[src/rtl/rpn_pkg.sv]
// ----------------------------------------------------------------------------
// rpn_pkg
// Shared types and constants of the postfix expression evaluator.
// ----------------------------------------------------------------------------
`default_nettype none

package rpn_pkg;

  localparam int OP_W     = 3;
  localparam int VALUE_W  = 31;
  localparam int RESULT_W = 32;
  localparam int STAT_W   = 3;

  typedef enum logic [OP_W-1:0] {
    OP_PUSH = 3'd0,
    OP_ADD  = 3'd1,
    OP_SUB  = 3'd2,
    OP_MUL  = 3'd3,
    OP_DIV  = 3'd4,
    OP_REM  = 3'd5,
    OP_END  = 3'd6
  } op_t;

  typedef enum logic [STAT_W-1:0] {
    STAT_OK    = 3'd0,
    STAT_UNDER = 3'd1,
    STAT_ZDIV  = 3'd2,
    STAT_LEFT  = 3'd3,
    STAT_OVER  = 3'd4,
    STAT_EMPTY = 3'd5
  } stat_t;

  typedef enum logic [2:0] {
    ST_IDLE = 3'd0,
    ST_RD_A = 3'd1,
    ST_LOAD = 3'd2,
    ST_CALC = 3'd3,
    ST_END  = 3'd4
  } state_t;

  typedef struct packed {
    logic start;
    logic is_mul;
    logic is_rem;
  } md_ctrl_t;

endpackage

`default_nettype wire

[src/rtl/rpn_ram.sv]
// ----------------------------------------------------------------------------
// rpn_ram
// Generic single-port-write, single-port-read RAM with registered read data.
// ----------------------------------------------------------------------------
`default_nettype none

module rpn_ram #(
  parameter int WIDTH = 32,
  parameter int DEPTH = 64,
  localparam int AW = (DEPTH > 1) ? $clog2(DEPTH) : 1
) (
  input  wire logic             clk,
  input  wire logic             wr_en,
  input  wire logic [AW-1:0]    wr_addr,
  input  wire logic [WIDTH-1:0] wr_data,
  input  wire logic             rd_en,
  input  wire logic [AW-1:0]    rd_addr,
  output logic      [WIDTH-1:0] rd_data
);

  logic [WIDTH-1:0] mem [DEPTH];

  always_ff @(posedge clk) begin
    if (wr_en) begin
      mem[wr_addr] <= wr_data;
    end
    if (rd_en) begin
      rd_data <= mem[rd_addr];
    end
  end

endmodule

`default_nettype wire

[src/rtl/rpn_muldiv.sv]
// ----------------------------------------------------------------------------
// rpn_muldiv
// Iterative multiply (shift-add) and signed divide/remainder (restoring),
// one bit per cycle, WIDTH shift steps per operation.
// ----------------------------------------------------------------------------
`default_nettype none

module rpn_muldiv #(
  parameter int WIDTH = 32
) (
  input  wire logic             clk,
  input  wire logic             rst,
  input  wire rpn_pkg::md_ctrl_t ctrl,
  input  wire logic [WIDTH-1:0] a,
  input  wire logic [WIDTH-1:0] b,
  output logic                  done,
  output logic      [WIDTH-1:0] result
);

  import rpn_pkg::*;

  localparam int CW = $clog2(WIDTH + 1);

  logic             busy;
  logic [CW-1:0]    cnt;
  logic [WIDTH-1:0] acc;
  logic [WIDTH-1:0] x;
  logic [WIDTH-1:0] y;
  logic             is_mul;
  logic             is_rem;
  logic             neg_q;
  logic             neg_r;

  logic [WIDTH-1:0] mag_a;
  logic [WIDTH-1:0] mag_b;
  logic [WIDTH:0]   rem_sh;
  logic [WIDTH:0]   diff;

  assign mag_a  = a[WIDTH-1] ? (~a + 1'b1) : a;
  assign mag_b  = b[WIDTH-1] ? (~b + 1'b1) : b;
  assign rem_sh = {acc, x[WIDTH-1]};
  assign diff   = rem_sh - {1'b0, y};

  always_ff @(posedge clk) begin
    if (rst) begin
      busy <= 1'b0;
      done <= 1'b0;
      cnt  <= '0;
    end else begin
      done <= 1'b0;
      if (ctrl.start) begin
        busy <= 1'b1;
        cnt  <= CW'(WIDTH);
      end else if (busy) begin
        cnt <= cnt - 1'b1;
        if (cnt == CW'(1)) begin
          busy <= 1'b0;
          done <= 1'b1;
        end
      end
    end
  end

  always_ff @(posedge clk) begin
    if (ctrl.start) begin
      acc    <= '0;
      is_mul <= ctrl.is_mul;
      is_rem <= ctrl.is_rem;
      neg_q  <= a[WIDTH-1] ^ b[WIDTH-1];
      neg_r  <= a[WIDTH-1];
      if (ctrl.is_mul) begin
        x <= a;
        y <= b;
      end else begin
        x <= mag_a;
        y <= mag_b;
      end
    end else if (busy) begin
      if (is_mul) begin
        acc <= acc + (y[0] ? x : '0);
        x   <= {x[WIDTH-2:0], 1'b0};
        y   <= {1'b0, y[WIDTH-1:1]};
      end else if (!diff[WIDTH]) begin
        acc <= diff[WIDTH-1:0];
        x   <= {x[WIDTH-2:0], 1'b1};
      end else begin
        acc <= rem_sh[WIDTH-1:0];
        x   <= {x[WIDTH-2:0], 1'b0};
      end
    end
  end

  always_comb begin
    if (is_mul) begin
      result = acc;
    end else if (is_rem) begin
      result = neg_r ? (~acc + 1'b1) : acc;
    end else begin
      result = neg_q ? (~x + 1'b1) : x;
    end
  end

endmodule

`default_nettype wire

[src/rtl/postfix_expression_evaluator.sv]
// ----------------------------------------------------------------------------
// postfix_expression_evaluator
// Postfix integer expression evaluator on a stack held in a synchronous RAM.
// ----------------------------------------------------------------------------
// push, and any token but end after an error, is handled in ST_IDLE alone
// add and sub pass through ST_RD_A and ST_LOAD: two stack reads through the one RAM read port
// mul, div and rem also wait in ST_CALC for the bit-serial muldiv unit, but not on a zero divisor
// end passes through ST_END to the output register, which frees the input side
// synchronous reset empties the stack and clears the error, no RAM clearing pass
`default_nettype none

module postfix_expression_evaluator #(
  parameter int STACK_DEPTH = 64,
  parameter int DATA_WIDTH  = 32
) (
  input  wire logic                            clk,
  input  wire logic                            rst,
  input  wire logic                            s_tvalid,
  output logic                                 s_tready,
  input  wire logic [rpn_pkg::RESULT_W-1:0]    s_tdata,  // value[30:0], zero pad
  input  wire logic [rpn_pkg::OP_W-1:0]        s_tuser,  // op[2:0]
  output logic                                 m_tvalid,
  input  wire logic                            m_tready,
  output logic      [rpn_pkg::RESULT_W-1:0]    m_tdata,  // result[31:0]
  output logic      [rpn_pkg::STAT_W-1:0]      m_tuser   // status[2:0]
);

  import rpn_pkg::*;

  localparam int AW  = (STACK_DEPTH > 1) ? $clog2(STACK_DEPTH) : 1;
  localparam int SPW = $clog2(STACK_DEPTH + 1);
  localparam logic [SPW-1:0] SP_FULL = SPW'(STACK_DEPTH);
  localparam logic [SPW-1:0] SP_ONE  = SPW'(1);
  localparam logic [SPW-1:0] SP_TWO  = SPW'(2);

  state_t          state;
  state_t          state_next;
  logic [SPW-1:0]  sp;
  logic [SPW-1:0]  sp_next;
  stat_t           err;
  stat_t           err_next;
  stat_t           end_stat;
  stat_t           end_stat_next;
  op_t             op_r;
  logic [DATA_WIDTH-1:0] b_r;

  op_t             tok_op;
  logic [SPW-1:0]  sp_m1;
  logic [SPW-1:0]  sp_m2;
  logic [DATA_WIDTH-1:0] push_val;
  logic [RESULT_W-1:0]   top_ext;

  logic                  wr_en;
  logic [AW-1:0]         wr_addr;
  logic [DATA_WIDTH-1:0] wr_data;
  logic                  rd_en;
  logic [AW-1:0]         rd_addr;
  logic [DATA_WIDTH-1:0] rd_data;

  md_ctrl_t              md_ctrl;
  logic                  md_done;
  logic [DATA_WIDTH-1:0] md_result;
  logic                  out_load;

  assign tok_op = op_t'(s_tuser);
  assign sp_m1  = sp - SP_ONE;
  assign sp_m2  = sp - SP_TWO;

  generate
    if (DATA_WIDTH > VALUE_W) begin : g_push_wide
      assign push_val = {{(DATA_WIDTH - VALUE_W){1'b0}}, s_tdata[VALUE_W-1:0]};
    end else begin : g_push_narrow
      assign push_val = s_tdata[DATA_WIDTH-1:0];
    end
    if (DATA_WIDTH >= RESULT_W) begin : g_res_wide
      assign top_ext = rd_data[RESULT_W-1:0];
    end else begin : g_res_narrow
      assign top_ext = {{(RESULT_W - DATA_WIDTH){rd_data[DATA_WIDTH-1]}}, rd_data};
    end
  endgenerate

  rpn_ram #(
    .WIDTH (DATA_WIDTH),
    .DEPTH (STACK_DEPTH)
  ) u_stack (
    .clk     (clk),
    .wr_en   (wr_en),
    .wr_addr (wr_addr),
    .wr_data (wr_data),
    .rd_en   (rd_en),
    .rd_addr (rd_addr),
    .rd_data (rd_data)
  );

  rpn_muldiv #(
    .WIDTH (DATA_WIDTH)
  ) u_muldiv (
    .clk    (clk),
    .rst    (rst),
    .ctrl   (md_ctrl),
    .a      (rd_data),
    .b      (b_r),
    .done   (md_done),
    .result (md_result)
  );

  always_ff @(posedge clk) begin
    if (rst) begin
      state <= ST_IDLE;
    end else begin
      state <= state_next;
    end
  end

  always_comb begin
    state_next     = state;
    sp_next        = sp;
    err_next       = err;
    end_stat_next  = end_stat;
    s_tready       = 1'b0;
    wr_en          = 1'b0;
    wr_addr        = '0;
    wr_data        = '0;
    rd_en          = 1'b0;
    rd_addr        = '0;
    md_ctrl        = '0;
    out_load       = 1'b0;
    case (state)
      ST_IDLE: begin
        s_tready = 1'b1;
        if (s_tvalid) begin
          if (tok_op == OP_END) begin
            sp_next    = '0;
            err_next   = STAT_OK;
            state_next = ST_END;
            if (err != STAT_OK) begin
              end_stat_next = err;
            end else if (sp == '0) begin
              end_stat_next = STAT_EMPTY;
            end else if (sp != SP_ONE) begin
              end_stat_next = STAT_LEFT;
            end else begin
              end_stat_next = STAT_OK;
              rd_en         = 1'b1;
              rd_addr       = '0;
            end
          end else if (err == STAT_OK) begin
            case (tok_op)
              OP_PUSH: begin
                if (sp == SP_FULL) begin
                  err_next = STAT_OVER;
                end else begin
                  wr_en   = 1'b1;
                  wr_addr = sp[AW-1:0];
                  wr_data = push_val;
                  sp_next = sp + SP_ONE;
                end
              end
              OP_ADD, OP_SUB, OP_MUL, OP_DIV, OP_REM: begin
                if (sp < SP_TWO) begin
                  err_next = STAT_UNDER;
                end else begin
                  rd_en      = 1'b1;
                  rd_addr    = sp_m1[AW-1:0];
                  state_next = ST_RD_A;
                end
              end
              default: ;
            endcase
          end
        end
      end
      ST_RD_A: begin
        rd_en      = 1'b1;
        rd_addr    = sp_m2[AW-1:0];
        state_next = ST_LOAD;
      end
      ST_LOAD: begin
        if ((op_r == OP_DIV || op_r == OP_REM) && b_r == '0) begin
          err_next   = STAT_ZDIV;
          state_next = ST_IDLE;
        end else if (op_r == OP_ADD || op_r == OP_SUB) begin
          wr_en      = 1'b1;
          wr_addr    = sp_m2[AW-1:0];
          wr_data    = (op_r == OP_ADD) ? (rd_data + b_r) : (rd_data - b_r);
          sp_next    = sp_m1;
          state_next = ST_IDLE;
        end else begin
          md_ctrl.start  = 1'b1;
          md_ctrl.is_mul = (op_r == OP_MUL);
          md_ctrl.is_rem = (op_r == OP_REM);
          state_next     = ST_CALC;
        end
      end
      ST_CALC: begin
        if (md_done) begin
          wr_en      = 1'b1;
          wr_addr    = sp_m2[AW-1:0];
          wr_data    = md_result;
          sp_next    = sp_m1;
          state_next = ST_IDLE;
        end
      end
      ST_END: begin
        if (!m_tvalid || m_tready) begin
          out_load   = 1'b1;
          state_next = ST_IDLE;
        end
      end
      default: begin
        state_next = ST_IDLE;
      end
    endcase
  end

  always_ff @(posedge clk) begin
    if (rst) begin
      sp       <= '0;
      err      <= STAT_OK;
      m_tvalid <= 1'b0;
    end else begin
      sp  <= sp_next;
      err <= err_next;
      if (out_load) begin
        m_tvalid <= 1'b1;
      end else if (m_tready) begin
        m_tvalid <= 1'b0;
      end
    end
  end

  always_ff @(posedge clk) begin
    end_stat <= end_stat_next;
    if (state == ST_IDLE && s_tvalid) begin
      op_r <= tok_op;
    end
    if (state == ST_RD_A) begin
      b_r <= rd_data;
    end
    if (out_load) begin
      m_tdata <= (end_stat == STAT_OK) ? top_ext : '0;
      m_tuser <= end_stat;
    end
  end

endmodule

`default_nettype wire
[config.mk]
export PLATFORM = sky130hd
export DESIGN_NAME = postfix_expression_evaluator
export DESIGN_NICKNAME = d
export VERILOG_FILES = /design/src/rtl/rpn_pkg.sv /design/src/rtl/rpn_ram.sv /design/src/rtl/rpn_muldiv.sv /design/src/rtl/postfix_expression_evaluator.sv
export SDC_FILE = /design/constraint.sdc
export NUM_CORES = 2
export LEC_CHECK = 0
export ABC_AREA = 1
export BUFFER_PORTS_ARGS = -buffer_cell sky130_fd_sc_hd__buf_2
export CAP_MARGIN = 40
export CORE_UTILIZATION = 55
export DETAILED_ROUTE_END_ITERATION = 12
export PLACE_DENSITY = 0.71
export SLEW_MARGIN = 20
export SYNTH_ARGS = -nofsm -noshare
export SYNTH_HDL_FRONTEND = slang
export SYNTH_SLANG_ARGS = --single-unit
[constraint.sdc]
create_clock -name clk -period 17.7 [get_ports clk]
set_input_delay 1.77 -clock clk [delete_from_list [all_inputs] [get_ports clk]]
set_output_delay 1.77 -clock clk [all_outputs]
set_load 0.02 [all_outputs]
==> flow_summary.json <==
{
  "status": "completed",
  "final_common_cell": "nand2_1",
  "synth_area_leaders": "edfxtp_1, nand3_1, nand2_1",
  "drive_above_1_share": 0.06540,
  "grt_max_degree": 196,
  "cpMaxStageDelayCell": "buf_4",
  "rows": 163,
  "min_period_over_period": 0.3880,
  "utilization": 0.6112,
  "worstPathMaxFanout": 108,
  "worstSetupPathType": "input pin to flip-flop",
  "yosysTopAreaCell": "edfxtp_1",
  "fillers": 16010,
  "area_delta_synth_final_pct": 10.18,
  "io-pin-count": 76,
  "synth_cell_types": 52,
  "p_int_mw": 11.23,
  "postSynthNetCount": 11560,
  "highest_layer": "met5",
  "post_cts_buffers": 0,
  "yosysWarnings": 0,
  "num_vias": 83630,
  "tightest_slew_ps": 1145,
  "core_area_um2": 197800,
  "synthArstFlopShare": 0,
  "crit_buf_inv": 5,
  "clkTransAtPathRegs_ps": 60,
  "worstPathCellList": "buf_2 > nand2_1 > inv_2 > a21oi_2 > nand2_1 > nor2_2 > nand2_8 > nand2_8 > buf_4 > buf_4 > buf_4 > nand2_1 > nand3_1 > nand3_1 > nand3_1 > nand3_1 > nand3_1 > nand2_1",
  "maxCapViolCount": 0,
  "critical_path.endpoint_type": "flip-flop",
  "wl_met2_um": 154400,
  "setup_viol": 0,
  "tns_ps": 0,
  "grt_pass1_wl_um": 499200,
  "synth_seq_cells": 2275,
  "slew_violations": 0,
  "seq_power_share": 0.327,
  "cp_top_family": "simple AND/OR/NAND/NOR gates",
  "cts.sinks": 2275,
  "dieArea_um2": 201300,
  "vias_per_cell": 5.907,
  "max_stage_delay_ps": 780,
  "finClkSkew_ps": 45.63,
  "final_nets": 11490,
  "hold_viol_final": 0,
  "met3_length_um": 38220,
  "holdBufCountCts": 0,
  "p_comb_frac": 0.449,
  "arrival_ps": 7480,
  "critPathLaunchType": "input pin",
  "numCtsBuffers": 223,
  "path_common_cell": "nand3_1",
  "clkPwrFrac": 0.224,
  "ir_worst_vdd_v": 0.0001577,
  "swShare": 0.4491,
  "rsz0062_at_grt": "false",
  "switchingPower_mw": 9.159,
  "leakagePower_nw": 50.46,
  "grt_pass1_vias": 78050,
  "antenna_found_initial": 11,
  "wl_per_cell_um": 24.16,
  "wl_met1_um": 131800,
  "synth_ff_type": "edfxtp_1",
  "slew_headroom": 0.2365,
  "layout_setup_ws_ps": 10830,
  "synthCells": 11400,
  "syn_area_um2": 109700,
  "synth_edf_count": 2221,
  "clk_latency_ps": 880,
  "synth_top_area_frac": 0.6078,
  "period_needed_ps": 6867,
  "die_y_um": 448.7,
  "ctsResizeCount": 0,
  "drt_iter0_markers": 11800,
  "wl_um": 342000,
  "cts_root_buffer": "clkbuf_16",
  "track_usage": 0.3328,
  "yosysSeqAreaShare": 0.6176,
  "crit_required_ps": 18310,
  "fmax_ghz": 0.1456,
  "worst_hold_path_type": "flip-flop to flip-flop",
  "start_util": 0.5547,
  "cts_buffer_depth": 3,
  "grt-ovfl-total": 0,
  "place_ws_ps": 10180,
  "dr.pass1.iters": 8,
  "synth_area_per_cell_um2": 9.625,
  "most-common-layout-cells": "nand2_1, nand3_1, edfxtp_1, inv_1, o21ai_0",
  "dp_hpwl_um": 196000,
  "htree_levels": 4,
  "ant_nets": 0,
  "cts_tree": "built",
  "gp_congestion": 0.9690,
  "cellPowerDensity_nw_per_um2": 168.7,
  "port_buffers": 74,
  "die_width_um": 448.7,
  "drc": 0
}
cells in the mapped netlist, types with 4 or more instances:
cell / count
edfxtp_1: 2221
o22ai_1: 11
inv_1: 1963
o21ai_0: 349
or2_2: 20
nand2_1: 2406
o31ai_1: 4
xnor2_1: 26
o21bai_1: 8
clkbuf_1: 200
a21o_1: 13
nor4_1: 20
nand2_2: 8
o21ai_1: 4
nand3b_1: 328
nand4_1: 27
xor2_1: 68
nor2_1: 382
o21ai_2: 4
a31oi_1: 5
buf_4: 19
nor3_1: 54
a211oi_1: 6
inv_2: 14
o21a_1: 10
ha_1: 115
a21oi_1: 271
nor2_2: 7
a22oi_1: 5
buf_2: 314
buf_1: 54
dfxtp_1: 54
a21boi_0: 6
nand3_1: 2346
o211ai_1: 29
per-stage QoR:
step	hold WS (ps)	power (mW)	instance area, um2	std cells
finish	444.1	20.39	120900	14160
global route	457.5	21.20	120900	14150
global placement	423.0	15.36	113000	13700
floorplan	417.4	12.15	109700	11400
detailed placement	429.2	15.58	113400	13720
CTS	443.5	20.09	120300	14130
layer usage:
layer  up-vias  track usage
met5         -            0
li1      37900            -
met1     40000       0.4555
met4         6       0.1705
met3       777      0.05711
met2      4948       0.5133
path summary, 6_finish.rpt:
path | startpoint | to | slack [ps] | cells past startpoint
worst max-delay path | s_tuser[1] | u_stack.rd_data[20] | 10830 | 18
worst min-delay path | end_stat[2] | m_tuser[2] | 440 | 0
worst min register to register | end_stat[2] | m_tuser[2] | 440 | 0
worst max register to register | sp[1] | u_stack.rd_data[20] | 11190 | 17
flip-flops by register name (all words and copies together) (netlist names):
register / cells
op_r: 3
u_muldiv.done: 1
b_r: 32
u_muldiv.is_rem: 1
m_tdata: 32
state: 3
u_muldiv.busy: 1
m_tvalid: 1
u_stack.rd_data: 32
u_muldiv.x: 32
sp: 7
err: 3
u_muldiv.acc: 32
u_muldiv.neg_q: 1
u_muldiv.is_mul: 1
u_muldiv.cnt: 6
u_muldiv.neg_r: 1
u_stack.mem: 2048
m_tuser: 3
u_muldiv.y: 32
end_stat: 3
power by group through the flow:
stage / sequential, mW / combinational (mW) / clock (mW)
final: 6.68 / 9.15 / 4.57
after global routing: 6.68 / 9.73 / 4.80
after CTS: 6.66 / 8.84 / 4.59
after detailed placement: 6.77 / 8.81 / 0
after global placement: 6.77 / 8.59 / 0
after floorplan: 6.61 / 5.54 / 0
cell type report:
class	count	area (um2)	share of cell area
flip-flops and latches	2275	67780	0.5605
clock buffers	285	5907	0.04885
well taps	2640	3303	0.02732
diodes	3	7.507	0.00006209
clock inverters	123	991.0	0.008196
multi-input cells	6558	32660	0.2701
inverters	1980	7456	0.06166
repair buffers	293	2815	0.02328
cells by family after synthesis:
logic type	synth area share
AO/OA/AOI/OAI	0.03606
AND/OR/NAND/NOR	0.2330
buffers and inverters	0.09214
adder cells (fa/ha/maj)	0.01366
XOR/XNOR	0.007502
flip-flops	0.6176
worst register-to-register path, stage by stage, from the launching register on:
cell     delay [ps]
dfxtp_1         430
inv_1           190
ha_1            310
nand3_1         130
nand2_1         120
nor2_2          230
nand2_8         420
nand2_8         750
buf_4           870
buf_4           830
buf_4           820
nand2_1         160
nand3_1         110
nand3_1          90
nand3_1         280
nand3_1         260
nand3_1         190
nand2_1          50
No activity file was read; power rests on OpenSTA's default activity.
